## config.mk

```make
export PLATFORM = sky130hd
export DESIGN_NAME = csv_value_token_classifier
export DESIGN_NICKNAME = d
export VERILOG_FILES = /design/src/rtl/cvtc_pkg.sv /design/src/rtl/cvtc_step.sv /design/src/rtl/csv_value_token_classifier.sv
export SDC_FILE = /design/constraint.sdc
export NUM_CORES = 1
export LEC_CHECK = 0
export BUFFER_PORTS_ARGS = -buffer_cell sky130_fd_sc_hd__buf_2
export CORE_ASPECT_RATIO = 1.25
export CORE_MARGIN = 1
export CORE_UTILIZATION = 35
export DETAILED_ROUTE_END_ITERATION = 8
export GPL_TIMING_DRIVEN = 0
export SYNTH_ARGS = -nofsm -noshare
export SYNTH_HDL_FRONTEND = slang
export SYNTH_HIERARCHICAL = 1
export SYNTH_SLANG_ARGS = --single-unit
```

## constraint.sdc

```tcl
create_clock -name clock -period 6.5 [get_ports clock]
set_clock_uncertainty 0.2 [all_clocks]
set_input_delay 0.65 -clock clock [delete_from_list [all_inputs] [get_ports clock]]
set_output_delay 0.65 -clock clock [all_outputs]
set_load 0.1 [all_outputs]
```

## src/rtl/cvtc_pkg.sv

```systemverilog
// Shared types and constants for the CSV value token classifier.
`timescale 1ns / 1ps
`default_nettype none

package cvtc_pkg;

   // one more than the longest value, terminator excluded, before the overflow item fires
   localparam int MAX_VALUE_LEN = 64;
   localparam int CNT_W         = $clog2(MAX_VALUE_LEN);
   localparam int CNT_EXT_W     = 13;
   localparam int LEN_W         = 6;
   localparam int LEN_SAT       = 63;

   localparam logic [7:0] CHAR_NUL   = 8'd0;
   localparam logic [7:0] CHAR_TAB   = 8'd9;
   localparam logic [7:0] CHAR_LF    = 8'd10;
   localparam logic [7:0] CHAR_VTAB  = 8'd11;
   localparam logic [7:0] CHAR_CR    = 8'd13;
   localparam logic [7:0] CHAR_SPACE = 8'd32;
   localparam logic [7:0] CHAR_MINUS = 8'd45;
   localparam logic [7:0] CHAR_DOT   = 8'd46;
   localparam logic [7:0] CHAR_ZERO  = 8'd48;
   localparam logic [7:0] CHAR_NINE  = 8'd57;
   localparam logic [7:0] CHAR_UC_A  = 8'd65;
   localparam logic [7:0] CHAR_UC_Z  = 8'd90;
   localparam logic [7:0] CHAR_LC_A  = 8'd97;
   localparam logic [7:0] CHAR_LC_Z  = 8'd122;

   typedef enum logic [2:0] {
      ST_INITIAL = 3'd0,
      ST_MINUS   = 3'd1,
      ST_NUMBER  = 3'd2,
      ST_FLOAT   = 3'd3,
      ST_DOT     = 3'd4,
      ST_STRING  = 3'd5
   } state_type;

   typedef enum logic [2:0] {
      CL_OTHER  = 3'd0,
      CL_DIGIT  = 3'd1,
      CL_LETTER = 3'd2,
      CL_DOT    = 3'd3,
      CL_SPACE  = 3'd4,
      CL_VTAB   = 3'd5,
      CL_TAB    = 3'd6,
      CL_MINUS  = 3'd7
   } class_type;

   typedef enum logic [1:0] {
      VT_INTEGER = 2'd0,
      VT_FLOAT   = 2'd1,
      VT_STRING  = 2'd2
   } vtype_type;

   typedef struct packed {
      state_type          dfa_state;
      logic [CNT_W-1:0]   char_count;
      logic [31:0]        magnitude_acc;
      logic               negative_flag;
      logic               discarding;
   } lexer_state_type;

   typedef struct packed {
      vtype_type          val_kind;
      logic signed [31:0] int_value;
      logic [LEN_W-1:0]   value_length;
      logic               overflow_error;
   } result_type;

   localparam lexer_state_type LEXER_CLEAR = '{
      dfa_state:     ST_INITIAL,
      char_count:    '0,
      magnitude_acc: '0,
      negative_flag: 1'b0,
      discarding:    1'b0
   };

endpackage

`default_nettype wire

```

## src/rtl/cvtc_step.sv

```systemverilog
// Per-character lexer step: classification, DFA transition and result forming.
`timescale 1ns / 1ps
`default_nettype none

module cvtc_step (
   input  wire logic [7:0]              char_code,
   input  wire cvtc_pkg::lexer_state_type cur,
   output cvtc_pkg::lexer_state_type    nxt,
   output logic                         emit,
   output cvtc_pkg::result_type         result
);

   cvtc_pkg::class_type        cls;
   cvtc_pkg::state_type        s_next;
   logic                       is_term;
   logic [cvtc_pkg::CNT_EXT_W-1:0] count_ext;
   logic [cvtc_pkg::LEN_W-1:0] len_sat;
   logic [31:0]                digit_val;
   logic [31:0]                times_ten;

   always_comb begin
      if (char_code == cvtc_pkg::CHAR_VTAB) begin
         cls = cvtc_pkg::CL_VTAB;
      end else if (char_code == cvtc_pkg::CHAR_TAB) begin
         cls = cvtc_pkg::CL_TAB;
      end else if (char_code == cvtc_pkg::CHAR_SPACE) begin
         cls = cvtc_pkg::CL_SPACE;
      end else if (char_code == cvtc_pkg::CHAR_MINUS) begin
         cls = cvtc_pkg::CL_MINUS;
      end else if (char_code == cvtc_pkg::CHAR_DOT) begin
         cls = cvtc_pkg::CL_DOT;
      end else if (char_code inside {[cvtc_pkg::CHAR_ZERO:cvtc_pkg::CHAR_NINE]}) begin
         cls = cvtc_pkg::CL_DIGIT;
      end else if (char_code inside {[cvtc_pkg::CHAR_UC_A:cvtc_pkg::CHAR_UC_Z],
                                     [cvtc_pkg::CHAR_LC_A:cvtc_pkg::CHAR_LC_Z]}) begin
         cls = cvtc_pkg::CL_LETTER;
      end else begin
         cls = cvtc_pkg::CL_OTHER;
      end
   end

   always_comb begin
      case (cls)
         cvtc_pkg::CL_DIGIT: begin
            if (cur.dfa_state inside {cvtc_pkg::ST_INITIAL, cvtc_pkg::ST_MINUS,
                                      cvtc_pkg::ST_NUMBER}) begin
               s_next = cvtc_pkg::ST_NUMBER;
            end else if (cur.dfa_state inside {cvtc_pkg::ST_FLOAT, cvtc_pkg::ST_DOT}) begin
               s_next = cvtc_pkg::ST_FLOAT;
            end else begin
               s_next = cvtc_pkg::ST_STRING;
            end
         end
         cvtc_pkg::CL_DOT: begin
            if (cur.dfa_state inside {cvtc_pkg::ST_INITIAL, cvtc_pkg::ST_MINUS,
                                      cvtc_pkg::ST_NUMBER}) begin
               s_next = cvtc_pkg::ST_DOT;
            end else begin
               s_next = cvtc_pkg::ST_STRING;
            end
         end
         cvtc_pkg::CL_MINUS: begin
            s_next = (cur.dfa_state == cvtc_pkg::ST_INITIAL) ? cvtc_pkg::ST_MINUS
                                                             : cvtc_pkg::ST_STRING;
         end
         cvtc_pkg::CL_VTAB: begin
            s_next = cvtc_pkg::ST_INITIAL;
         end
         default: begin
            s_next = cvtc_pkg::ST_STRING;
         end
      endcase
   end

   assign is_term   = (char_code == cvtc_pkg::CHAR_LF) || (char_code == cvtc_pkg::CHAR_CR) ||
                      (char_code == cvtc_pkg::CHAR_NUL);
   assign count_ext = cvtc_pkg::CNT_EXT_W'(cur.char_count);
   assign len_sat   = (count_ext > cvtc_pkg::CNT_EXT_W'(cvtc_pkg::LEN_SAT))
                      ? cvtc_pkg::LEN_W'(cvtc_pkg::LEN_SAT) : count_ext[cvtc_pkg::LEN_W-1:0];
   assign digit_val = {24'd0, char_code - cvtc_pkg::CHAR_ZERO};
   // x10 as shift-and-add, wrapping at 32 bits
   assign times_ten = {cur.magnitude_acc[28:0], 3'b000} + {cur.magnitude_acc[30:0], 1'b0};

   always_comb begin
      nxt                   = cur;
      emit                  = 1'b0;
      result.val_kind       = cvtc_pkg::VT_STRING;
      result.int_value      = '0;
      result.value_length   = len_sat;
      result.overflow_error = 1'b0;

      if (is_term) begin
         nxt  = cvtc_pkg::LEXER_CLEAR;
         // the terminator after an overflow closes the value silently
         emit = !cur.discarding;
         if (cur.dfa_state == cvtc_pkg::ST_NUMBER) begin
            result.val_kind  = cvtc_pkg::VT_INTEGER;
            result.int_value = cur.negative_flag ? (32'sd0 - $signed(cur.magnitude_acc))
                                                 : $signed(cur.magnitude_acc);
         end else if (cur.dfa_state == cvtc_pkg::ST_FLOAT) begin
            result.val_kind = cvtc_pkg::VT_FLOAT;
         end
      end else if (cur.discarding) begin
         nxt = cur;
      end else if (cur.char_count == cvtc_pkg::CNT_W'(cvtc_pkg::MAX_VALUE_LEN - 1)) begin
         emit                  = 1'b1;
         result.overflow_error = 1'b1;
         nxt.discarding        = 1'b1;
      end else begin
         nxt.dfa_state  = s_next;
         nxt.char_count = cur.char_count + 1'b1;
         if (cls == cvtc_pkg::CL_VTAB) begin
            nxt.magnitude_acc = '0;
            nxt.negative_flag = 1'b0;
         end else if (cls == cvtc_pkg::CL_MINUS && cur.dfa_state == cvtc_pkg::ST_INITIAL) begin
            nxt.magnitude_acc = '0;
            nxt.negative_flag = 1'b1;
         end else if (cls == cvtc_pkg::CL_DIGIT && s_next == cvtc_pkg::ST_NUMBER) begin
            nxt.magnitude_acc = times_ten + digit_val;
         end
      end
   end

endmodule

`default_nettype wire

```

## src/rtl/csv_value_token_classifier.sv

```systemverilog
// Top level: input register, lexer step, result register.
// A character item is taken into the input register, passed through the lexer
// step, and any result goes through the result register onto the result channel.
// Throughput: one character item per cycle; the combinational step with its
// x10 accumulate bounds the rate, and stalls only follow rsp_tready.
// Reset (synchronous, active high) empties both registers and returns the
// DFA to initial with count, accumulator and flags cleared.
`timescale 1ns / 1ps
`default_nettype none

module csv_value_token_classifier (
   input  wire logic        clock,
   input  wire logic        reset,
   input  wire logic        req_tvalid,
   output logic             req_tready,
   input  wire logic [7:0]  req_tdata,   // [7:0] char_code
   output logic             rsp_tvalid,
   input  wire logic        rsp_tready,
   output logic [39:0]      rsp_tdata,   // [31:0] int_value, [37:32] value_length, pad
   output logic [2:0]       rsp_tuser    // [1:0] val_kind, [2] overflow_error
);

   logic                      in_valid_ff, in_valid_in;
   logic [7:0]                char_ff;
   logic                      out_valid_ff, out_valid_in;
   cvtc_pkg::result_type      result_ff;
   cvtc_pkg::lexer_state_type state_ff, state_in;
   cvtc_pkg::result_type      step_result;
   logic                      step_emit;
   logic                      advance;

   assign advance     = in_valid_ff && (!out_valid_ff || rsp_tready);
   assign req_tready  = !in_valid_ff || advance;
   assign in_valid_in = req_tvalid ? 1'b1 : (in_valid_ff && !advance);
   assign out_valid_in = advance ? step_emit : (out_valid_ff && !rsp_tready);

   cvtc_step u_step (
      .char_code (char_ff),
      .cur       (state_ff),
      .nxt       (state_in),
      .emit      (step_emit),
      .result    (step_result)
   );

   always_ff @(posedge clock) begin
      if (reset) begin
         in_valid_ff  <= 1'b0;
         out_valid_ff <= 1'b0;
         state_ff     <= cvtc_pkg::LEXER_CLEAR;
      end else begin
         if (req_tready) begin
            in_valid_ff <= in_valid_in;
         end
         out_valid_ff <= out_valid_in;
         if (advance) begin
            state_ff <= state_in;
         end
      end
   end

   always_ff @(posedge clock) begin
      if (req_tvalid && req_tready) begin
         char_ff <= req_tdata;
      end
      if (advance && step_emit) begin
         result_ff <= step_result;
      end
   end

   assign rsp_tvalid = out_valid_ff;
   assign rsp_tdata  = {2'b00, result_ff.value_length, result_ff.int_value};
   assign rsp_tuser  = {result_ff.overflow_error, result_ff.val_kind};

   a_overflow_is_string: assert property (@(posedge clock) disable iff (reset)
      rsp_tvalid && rsp_tuser[2] |-> rsp_tuser[1:0] == cvtc_pkg::VT_STRING
                                     && rsp_tdata[31:0] == 32'd0)
      else $error("overflow item without string type or zero value");

   a_non_int_zero: assert property (@(posedge clock) disable iff (reset)
      rsp_tvalid && rsp_tuser[1:0] != cvtc_pkg::VT_INTEGER |-> rsp_tdata[31:0] == 32'd0)
      else $error("non-integer item carries a value");

   a_discard_at_limit: assert property (@(posedge clock) disable iff (reset)
      state_ff.discarding |->
         state_ff.char_count == cvtc_pkg::CNT_W'(cvtc_pkg::MAX_VALUE_LEN - 1))
      else $error("discarding with count below the limit");

   a_held_char: assert property (@(posedge clock) disable iff (reset)
      in_valid_ff && !advance |=> in_valid_ff && $stable(char_ff))
      else $error("pending character lost while stalled");

   a_stalled_result: assert property (@(posedge clock) disable iff (reset)
      out_valid_ff && !rsp_tready |=> out_valid_ff && $stable(result_ff) && !$past(advance))
      else $error("result register overwritten while stalled");

endmodule

`default_nettype wire
```

Yosys cells after proc, flatten, opt, wreduce, memory -nomap -nowiden
Cells that the tools add are included.
{"block": "op_classes", "add_sub_neg": 5, "n_lt_le_gt_ge": 7, "n_eq_ne": 19, "mux": 27, "bitwise": 1, "n_reduce_logical": 31}
{"cell": "$mux W32", "count": 3}
{"cell": "$mux W43", "count": 2}
{"cell": "$mux W42", "count": 1}
{"cell": "$mux W33", "count": 1}
{"cell": "$add A32 B32 Y32", "count": 1}
{"cell": "$add A32 B8 Y32", "count": 1}
{"cell": "$eq A8 B4 Y1 const B", "count": 4}
{"cell": "$sub A1 B32 Y32 const A", "count": 1}
{"cell": "$mux W3", "count": 9}
{"cell": "$eq A8 B6 Y1 const B", "count": 3}
{"cell": "$ge A8 B7 Y1 const B", "count": 2}
{"cell": "$le A8 B7 Y1 const B", "count": 2}
{"cell": "$eq A3 B2 Y1 const B", "count": 4}
{"cell": "$pmux W3 S4", "count": 1}
{"cell": "$logic_and A1 B1 Y1", "count": 10}
{"cell": "$eq A3 B3 Y1 const B", "count": 3}
{"cell": "$ge A8 B6 Y1 const B", "count": 1}
{"cell": "$le A8 B6 Y1 const B", "count": 1}
{"cell": "$logic_not A8 Y1", "count": 1}
{"cell": "$reduce_and A4 Y1", "count": 2}
{"cell": "$sub A8 B6 Y8 const B", "count": 1}
{"cell": "$mux W1", "count": 7}
{"cell": "$add A6 B1 Y6 const B", "count": 1}
{"cell": "$eq A3 B1 Y1 const B", "count": 2}
{"cell": "14 further kinds", "count": 26}
{"block": "word_totals", "regBits": 94, "elab_cells": 103}

Logic depth before layout (Yosys ltp)
Gate-level depths: netlist of the first run.
{"block": "logic_depth", "word_depth": 20, "mapped_depth": 15, "mapped_depth_nobuf": 15}

Hierarchy
The synthesis of the first run kept the hierarchy.
{"mod": "cvtc_step", "n_inst": 1, "cells_each": 536, "area_each_um2": 3641.0, "seq_area_each_um2": 0.0}
{"mod": "csv_value_token_classifier", "n_inst": 1, "cells_each": 250, "area_each_um2": 3508.4, "seq_area_each_um2": 2372.3}

Worst setup path after synthesis of the first run
Ideal clock, no wire load.
{"block": "synth_timing", "path_kind": "register to register", "from": "reg char_ff[3]", "to": "reg result_ff, in the netlist rsp_tdata[0], enable pin", "arrival_ps": 3335, "path_slack_ps": 2525, "stages_incl_launch_ff": 9, "n_path_buf": 1, "synth_period_minus_slack_ps": 3975, "path_cell_list": "edfxtp_1 -> o21ba_2 -> o32ai_1 -> and3_1 -> clkbuf_1 -> inv_1 -> a21oi_1 -> nand2_1 -> nor2_1"}
{"block": "synth_via", "elab_chain_len": 5, "word_cells_on_any_way": 7, "cone_classes": "2 x eq/ne; 1 x mux; 4 x reduce/logical"}
{"element": "start: declaration", "line_no": "csv_value_token_classifier.sv:24", "source": "logic [7:0] char_ff;"}
{"element": "start signal: assignment", "line_no": "csv_value_token_classifier.sv:63", "source": "char_ff <= req_tdata;"}
{"element": "$eq A8 B4 Y1", "line_no": "cvtc_step.sv:75", "source": "assign is_term = (char_code == cvtc_pkg::CHAR_LF) || (char_code == cvtc_pkg::CHAR_CR) ||"}
{"element": "$logic_or A1 B1 Y1", "line_no": "cvtc_step.sv:75"}
{"element": "$logic_or A1 B1 Y1 (*)", "line_no": "cvtc_step.sv:75"}
{"element": "$mux W1 (*)", "line_no": "cvtc_step.sv:92", "source": "if (is_term) begin"}
{"element": "net step_emit", "line_no": "csv_value_token_classifier.sv:29", "source": "logic step_emit;"}
{"element": "$logic_and A1 B1 Y1 (*)", "line_no": "csv_value_token_classifier.sv:65", "source": "if (advance && step_emit) begin"}
{"element": "end signal: assignment", "line_no": "csv_value_token_classifier.sv:66", "source": "result_ff <= step_result;"}
{"element": "end: declaration", "line_no": "csv_value_token_classifier.sv:26", "source": "cvtc_pkg::result_type result_ff;"}
The timed path passes the listed nets; every way through them passes the cells marked *.
A chain may end at the register's enable or synchronous reset.

==> out/results.ini, run 1 <==
[critical_path]
worstPathArrival_ns = 4.29
endpoint_kind = flop
slowest_delay_ns = 0.61
worstRegToRegCells = 13
crit_chain = fa_1 -> inv_1 -> fa_1 -> nor2b_1 -> o211ai_1 -> a31o_2 -> a21boi_1 -> a31oi_1 -> a211o_1 -> a311oi_1 -> o21ai_1 -> nand2b_1 -> mux2i_1
critPathMaxFanout = 10
critical_path_required_ns = 6.53
r2r_setup_slack_ns = 2.24
cp_slowest_cell = fa_1
crit_type = flop to flop
worst_path_most_repeated_cell = fa_1
startpoint_type = flop

[sta]
tns_ns = 0
drv_slew = 0
finalHoldViolCount = 0
worst_pin_slew_ns = 0.807
setup_violations = 0
rsz0062_at_grt = false
fmax_mhz = 235
final.min_clock_period_ns = 4.26
max_slew_margin = 0.462
post-route-period-util = 0.656

[status]
violations = design-rule violations
status = finished with violations

[clocking]
post_cts_buffers = 0
path_clk_slew_ns = 0.07
clk_path_buf_depth = 2
htreeDepth = 3
clock_latency_ns = 0.34
cts_hold_buf = 0
clockRootBuffer = clkbuf_16
cts_made_buffers = 9
postCtsResizedCells = 0
clock-sinks = 94
cts_tree = built

[synth]
synth_edf_count = 49
yosysMostFrequentCell = nand2b_1
synth_top_cell_by_area = edfxtp_1
ys_types = 65
synth.yosys.seq_area_share = 0.332
netlist_instances = 786
synth_warnings = 6
synthArstFlopShare = 0
synth_area_leaders = edfxtp_1 (21%), dfxtp_1 (13%), ha_1 (10%), nand2b_1 (8.6%), mux2i_1 (6.4%)
synth_ff_type = edfxtp_1
postSynthAreaPerCell_sq_um = 9.10
yosys.area.top_type_share = 0.206
yosys-top-cells-count = nand2b_1 (98), nand2_1 (60), ha_1 (59)
netlist_area_sq_mm = 0.00715
synth_seq_cells = 94

[pwr]
powerDensity_mw_per_mm2 = 158
power_leakage_uw = 0.00336
p_sw_frac = 0.237
p_clk_frac = 0.409
ir_worst_vdd_v = 0.0000970
power_uw = 1280
seqPwrFrac = 0.500
p_sw_uw = 302
power_frac_comb = 0.091
p_int_uw = 974

[floorplanning]
core_sq_mm = 0.0201
num_io_pins = 57
die_h_microns = 162
initial_core_util = 0.356
rows = 58
die_w_microns = 130
dieArea_sq_mm = 0.0210

[global_route]
antenna_found_initial = 0
first_global_vias = 5235
grt_max_degree = 35
grt.total_usage = 0.160
grt_pass1_wl_microns = 26500
grt-ovfl-total = 0

[detailed_routing]
wl_per_cell_microns = 14.4
ant_nets = 0
wl_met3_microns = 405
vias = 5683
top_layer_used = met4
route.met2.wl_microns = 8220
first_pass_iters = 6
met1_length_microns = 7310
vias_per_cell = 5.04
routed_wirelength_microns = 16300
drcViolationCount = 1
drt_iter0_drc = 374

[worst_hold_path]
hold_class = input port to flop
holdPathStages = 1

[cells_and_area]
area_delta_synth_final_pct = 12.9
fillers = 2045
final_nets = 929
diodes = 0
drive_above_1_share = 0.107
post-route-util = 0.401
layoutNonFillerInstCount = 1127

[placed_design]
place_inst = 1111
dp_hpwl_microns = 12500
place.gp.congestion = 0.850
port_buffers = 53

[job]
drv_cap = 0

## state kept, by name, summed over array words and instances, names as in the netlist
signal,flops
rsp_tdata,38
state_ff,43
rsp_tvalid,1
rsp_tuser,3
in_valid_ff,1
char_ff,8
## critical path, delay by kind of cell (launching register included)
kind / cells / cell delay, ns
AND/OR/NAND/NOR: 2 / 0.27
buffers and inverters: 1 / 0.06
adder cells (fa/ha/maj): 2 / 1.07
flip-flops: 1 / 0.54
multiplexers: 1 / 0.06
AO/OA/AOI/OAI: 7 / 1.93
## layout by cell type (no fill, tap or decap), drive strengths merged, types with 11 or more instances in the layout
master  count
xnor2      19
nand2      60
o21ai      53
a21oi      31
o31ai      12
nand2b     98
xor2       40
ha         59
dfxtp      45
clkbuf     47
a21o       11
inv        29
nor2       58
mux2i      46
buf        64
edfxtp     49
nand3      14
## path summary, 6_finish.rpt
path | from | endpoint
hold reg to reg | state_ff[36] | state_ff[36]
hold / removal | req_tdata[1] | char_ff[1]
setup reg to reg | char_ff[3] | state_ff[32]
setup / recovery | char_ff[3] | state_ff[32]
## per-stage QoR
step | worst slack, ns | hold slack, ns | cell area [sq um]
4_1_cts | 2.24 | 0.265 | 8070
3_3_place_gp | 1.43 | 0.258 | 7760
3_5_place_dp | 2.27 | 0.275 | 7780
6_report | 2.24 | 0.276 | 8070
5_1_grt | 2.04 | 0.264 | 8070
2_1_floorplan | 2.53 | 0.247 | 7150
## area by class of cell
cell class,instances,area (sq um),area share
Multi-Input combinational cell,620,4470,0.554
Sequential cell,94,2370,0.294
Tap cell,270,338,0.0419
Timing Repair Buffer,54,285,0.0354
Clock buffer,13,240,0.0298
Buffer,44,213,0.0264
Inverter,29,109,0.0135
Clock inverter,3,45.0,0.00558
## logic make-up (layout without fill, tap and decap cells)
| family | Yosys count | count (layout) | synth area share |
|---|---|---|---|
| other cells | 1 | 2 | 0.000525 |
| simple gates | 287 | 287 | 0.218 |
| flops | 94 | 94 | 0.332 |
| fa+ha+maj | 65 | 65 | 0.120 |
| buf+inv | 73 | 143 | 0.0450 |
| xor+xnor | 59 | 59 | 0.0723 |
| compound gates | 161 | 161 | 0.148 |
| mux | 46 | 46 | 0.0644 |
## metal layers
layer,vias up,track usage
met5,-,0
met1,2646,0.201
met4,0,0.0608
li1,2916,-
met2,100,0.281
met3,21,0.0145
## power by group through the flow
stage | clock network (uW) | registers (uW) | logic (uW)
floorplan | 0 | 651 | 87.2
global placement | 0 | 651 | 116
detailed placement | 0 | 651 | 117
CTS | 534 | 638 | 118
global route | 553 | 639 | 128
finish | 522 | 638 | 116
Power figures use the tool's default switching activity.
==> run 2, diff against run 1 <==
Clock period 6.5 ns to 3.58 ns, I/O delays scaled along.
==> run 2 against run 1 <==
  * Cell count increased by 2.1%
  * Fmax rose by 15%
  * Sequential share of layout area shrank 1.4 points
  * The run ends with negative setup slack left
  * Global-route usage is 0.72 points higher
  * Combinational power increased by 110%
  * Total power grew 86%
  * Count of clock-buffer cells in the layout is the same
  * Register-to-register slack worse by 2.4 ns
  * Sequential power up 82%
  * Die area is the same
==> out/results.ini, run 2 (synthesis results as in run 1) <==
[cells_and_area]
multi_input_area_sq_mm = 0.00464
final_nets = 953
fillers = 1976
drive_above_1_share = 0.150
final_common_cell = nand2b_1
postLayoutCellArea_sq_mm = 0.00847
largest_reg_flops = 43
area_delta_synth_final_pct = 18.5
post-route-util = 0.421
layout_common_cells = nand2b_1 (98), nand2_1 (59), nor2_1 (56)
layoutNonFillerInstCount = 1151
seqCellArea_sq_mm = 0.00237
diodes = 0
top_register = state_ff

[critical_path]
path_depth = 15
endpoint_kind = flop
worstRegToRegCells = 15
critPathTopFamily = compound AO/OA/AOI/OAI gates
worstPathArrival_ns = 3.74
critical_path_required_ns = 3.61
r2r-start = char_ff[4]
startpoint_type = flop
path_buf_inv = 2
startpoint = char_ff[4]
crit_chain = ha_2 -> xor2_1 -> fa_1 -> inv_2 -> ha_4 -> buf_4 -> o211ai_1 -> a31o_4 -> a21boi_4 -> a31oi_4 -> a211o_1 -> a311oi_2 -> o21ai_1 -> nand2b_1 -> mux2i_1
crit_type = flop to flop
critPathMaxFanout = 4
cp_slowest_cell = fa_1
slowest_delay_ns = 0.51

[sta]
timing.final.ws_setup_ns = -0.123
setup_violations = 11
rsz0062_at_grt = true
fmax_mhz = 270
max_slew_margin = 0.463
final.min_clock_period_ns = 3.70
post-route-period-util = 1.03
worst_pin_slew_ns = 0.805
drv_slew = 0
finalHoldViolCount = 0

[placed_design]
dp_hpwl_microns = 12600
place.gp.congestion = 0.857
place_inst = 1111
post_dp_cell_area_sq_mm = 0.00778
port_buffers = 53

[clocking]
clockRootBuffer = clkbuf_16
clock_latency_ns = 0.35
clock-sinks = 94
cts_tree = built
clk_path_buf_depth = 2
cts_made_buffers = 9
path_clk_slew_ns = 0.07
htreeDepth = 3

[floorplanning]
die_w_microns = 130
dieArea_sq_mm = 0.0210
num_io_pins = 57
core_sq_mm = 0.0201
die_h_microns = 162
initial_core_util = 0.356
rows = 58

[detailed_routing]
drt_iter0_drc = 416
vias = 5806
first_pass_iters = 5
vias_per_cell = 5.04
routed_wirelength_microns = 16800
wl_per_cell_microns = 14.6
drcViolationCount = 0
ant_nets = 0

[global_route]
grt.total_usage = 0.167
grt_max_degree = 34
first_global_vias = 5567
grt_pass1_wl_microns = 27800
grt-ovfl-total = 0
antenna_found_initial = 0

[worst_hold_path]
hold_class = input port to flop
holdPathStages = 3
holdCritStartpoint = req_tvalid

[pwr]
power_leakage_uw = 0.00350
ir_worst_vdd_v = 0.000188
powerDensity_mw_per_mm2 = 280
power_uw = 2370

[status]
status = finished with violations
violations = negative setup slack

[job]
drv_cap = 0

-- run 2: cell count changes in the layout (fill, tap and decap cells not counted), sizes merged --
cell	delta
buf	+16
dlygate4sd3	+8
-- run 2: worst register-to-register path: cells and delay by family, from the launching register on --
kind            cells  cell delay (ns)
flops               1             0.49
xor+xnor            1             0.15
fa+ha+maj           3             1.03
compound gates      7             1.41
buf+inv             2             0.16
mux                 1             0.06
simple gates        1             0.08
-- run 2: timing repair --
| action | 4_1_cts | 5_1_grt |
|---|---|---|
| pin swaps | 10 | 13 |
| hold buffers | 8 | 0 |
| hold endpoints to repair | 8 | 0 |
| gates resized for setup | 20 | 28 |
| buffers inserted | 6 | 10 |
| setup endpoints to repair | 24 | 32 |
-- run 2: report_power, final --
part / switching [uW] / internal [uW] / total (uW)
Clock: 401 / 562 / 962
Sequential: 20.6 / 1140 / 1160
Combinational: 137 / 111 / 249
-- run 2: area by class of cell --
| class | instances | share of cell area |
|---|---|---|
| buffer | 44 | 0.0251 |
| tap | 270 | 0.0399 |
| clock buffer | 13 | 0.0295 |
| sequential | 94 | 0.280 |
| inverter | 29 | 0.0129 |
| multi-input combinational | 620 | 0.548 |
| clock inverter | 3 | 0.00532 |
| timing repair buffer | 78 | 0.0595 |
-- run 2: layer usage --
layer  share of wire  global-route usage  vias up
met5               0                   0        -
met4           0.022              0.0587        0
met3           0.020              0.0181       25
met2            0.50               0.294       84
met1            0.46               0.210     2735
li1                -                   -     2962
-- run 2: through the flow --
stage | hold slack, ns | worst slack (ns) | TNS [ns]
6_report | 0.0259 | -0.123 | -0.681
5_1_grt | 0.0704 | -0.309 | -3.38
4_1_cts | 0.0185 | -0.128 | -0.458
3_5_place_dp | 0.273 | -0.578 | -3.90
3_3_place_gp | 0.259 | -0.568 | -23.97
2_1_floorplan | 0.247 | 0.0313 | 0
-- run 2: final timing paths --
kind              slack [ns]            to
setup / recovery       -0.12  state_ff[32]
setup reg to reg       -0.12  state_ff[32]
hold reg to reg         0.28  state_ff[36]
hold / removal          0.03   in_valid_ff
==> run 3, diff against run 2 <==
Settings changed: CORE_ASPECT_RATIO 1.25 to unset, REMOVE_ABC_BUFFERS set to 1.
==> run 3 against run 2 <==
  * The flow still finishes with violations (negative setup slack)
  * Final area shrank 1.5%
  * Register-to-register slack about the same
  * Wire length fell by 2.9%
  * Core utilization up 0.17 points
  * Flip-flop and latch count unchanged
  * Largest power group unchanged
==> out/results.ini, run 3 (synthesis results as in run 1) <==
[clocking]
cts_made_buffers = 9
cts_tree = built
path_clk_slew_ns = 0.07
clock-sinks = 94
clockRootBuffer = clkbuf_16
clk_path_buf_depth = 2
htreeDepth = 3
clock_latency_ns = 0.35

[critical_path]
worstPathArrival_ns = 3.72
r2r-start = char_ff[5]
r2r_setup_slack_ns = -0.13
crit_type = flop to flop
startpoint_type = flop
reg2reg_to = state_ff[27]
critical_path_required_ns = 3.59
worstRegToRegCells = 16
critPathMaxFanout = 5
endpoint_kind = flop

[placed_design]
place.gp.congestion = 0.805
place_inst = 1064
place_ws_ns = -0.498
port_buffers = 54
dp_hpwl_microns = 10800

[cells_and_area]
layoutNonFillerInstCount = 1114
top_register = state_ff
diodes = 0
final_common_cell = nand2b_1
area_delta_synth_final_pct = 16.7
post-route-util = 0.423
drive_above_1_share = 0.166
final_nets = 921
layout_common_cells = nand2b_1 (97), nand2_1 (60), nor2_1 (56)
largest_reg_flops = 43

[floorplanning]
dieArea_sq_mm = 0.0210
die_w_microns = 145
num_io_pins = 57
rows = 51
die_h_microns = 145
core_sq_mm = 0.0197
initial_core_util = 0.363

[worst_hold_path]
min_to = in_valid_ff
hold_class = input port to flop
holdCritStartpoint = req_tvalid
holdPathStages = 3

[detailed_routing]
drcViolationCount = 0
routed_wirelength_microns = 16300
ant_nets = 0
first_pass_iters = 4
vias_per_cell = 5.08
drt_iter0_drc = 250
wl_per_cell_microns = 14.6
vias = 5657

[sta]
worst_pin_slew_ns = 1.26
finalHoldViolCount = 0
timing.final.ws_setup_ns = -0.130
rsz0062_at_grt = true
post-route-period-util = 1.04
final.min_clock_period_ns = 3.71
max_slew_margin = 0.161
fmax_mhz = 270
drv_slew = 0
setup_violations = 7

[pwr]
powerDensity_mw_per_mm2 = 286
power_uw = 2390
ir_worst_vdd_v = 0.000243
power_leakage_uw = 0.00346

[job]
drv_cap = 0

[status]
violations = negative setup slack
status = finished with violations

[global_route]
first_global_vias = 5366
grt.total_usage = 0.153
grt-ovfl-total = 0
antenna_found_initial = 0
grt_max_degree = 89
grt_pass1_wl_microns = 26200

[run 3: cell count changes in the layout (fill, tap and decap cells not counted), sizes merged]
cell      before  now
clkinv         0    1
clkinvlp       2    5
clkbuf        47   10
nor2          58   59
[run 3: per-layer routing]
metal	vias to the layer above	wire length, microns	track usage
li1	2900	-	-
met1	2653	7450	0.189
met2	79	7880	0.260
met3	25	503	0.0170
met4	0	470	0.0824
met5	-	0	0
[run 3: worst max path at each step]
stage	startpoint	end	slack [ns]
3_3_place_gp	char_ff[3]	rsp_tdata[13]	-1.94
3_5_place_dp	char_ff[3]	state_ff[32]	-0.50
4_1_cts	char_ff[5]	state_ff[33]	-0.09
6_report	char_ff[5]	state_ff[27]	-0.13
2_1_floorplan	char_ff[3]	rsp_tdata[0]	-0.48
5_1_grt	char_ff[5]	state_ff[33]	-0.32
[run 3: cell type report]
class / count / area [sq um]
Multi-Input combinational cell: 621 / 4630
Tap cell: 265 / 332
Sequential cell: 94 / 2380
Fill cell: 1915 / 11400
Timing Repair inverter: 1 / 7.51
Clock buffer: 10 / 229
Clock inverter: 6 / 72.6
Inverter: 29 / 113
Timing Repair Buffer: 88 / 582
[run 3: critical path, stage by stage, from the launching register on]
cell      delay [ns]
edfxtp_1        0.45
ha_2            0.24
xor2_2          0.15
fa_1            0.51
inv_2           0.05
ha_4            0.28
nand4_1         0.15
a311o_1         0.39
o211ai_1        0.28
buf_4           0.16
buf_4           0.09
buf_4           0.09
a31oi_1         0.07
xor2_1          0.22
o21ai_1         0.10
nand2b_1        0.07
mux2i_1         0.07
[run 3: power by group]
part	total, uW	switching [uW]	leakage, uW	internal, uW
Combinational	251	137	0.00245	114
Clock	978	430	0.000137	548
Sequential	1160	20.8	0.000868	1140
Total	2390	587	0.00346	1800
[run 3: through the flow]
step | TNS [ns] | hold WS [ns] | cell area (sq um)
after floorplan | -19.76 | 0.230 | 6940
after global placement | -86.71 | 0.290 | 7540
after detailed placement | -8.70 | 0.297 | 7600
after CTS | -0.310 | 0.0126 | 8190
after global routing | -2.39 | 0.0401 | 8340
final | -0.599 | 0.0291 | 8340
[run 3: timing repair]
action / 4_1_cts / 5_1_grt
cloned: 1 / 1
gates resized for setup: 24 / 16
setup endpoints to repair: 28 / 36
pin swaps: 12 / 13
hold buffers: 8 / 0
buffers inserted: 13 / 11
hold endpoints to repair: 8 / 0
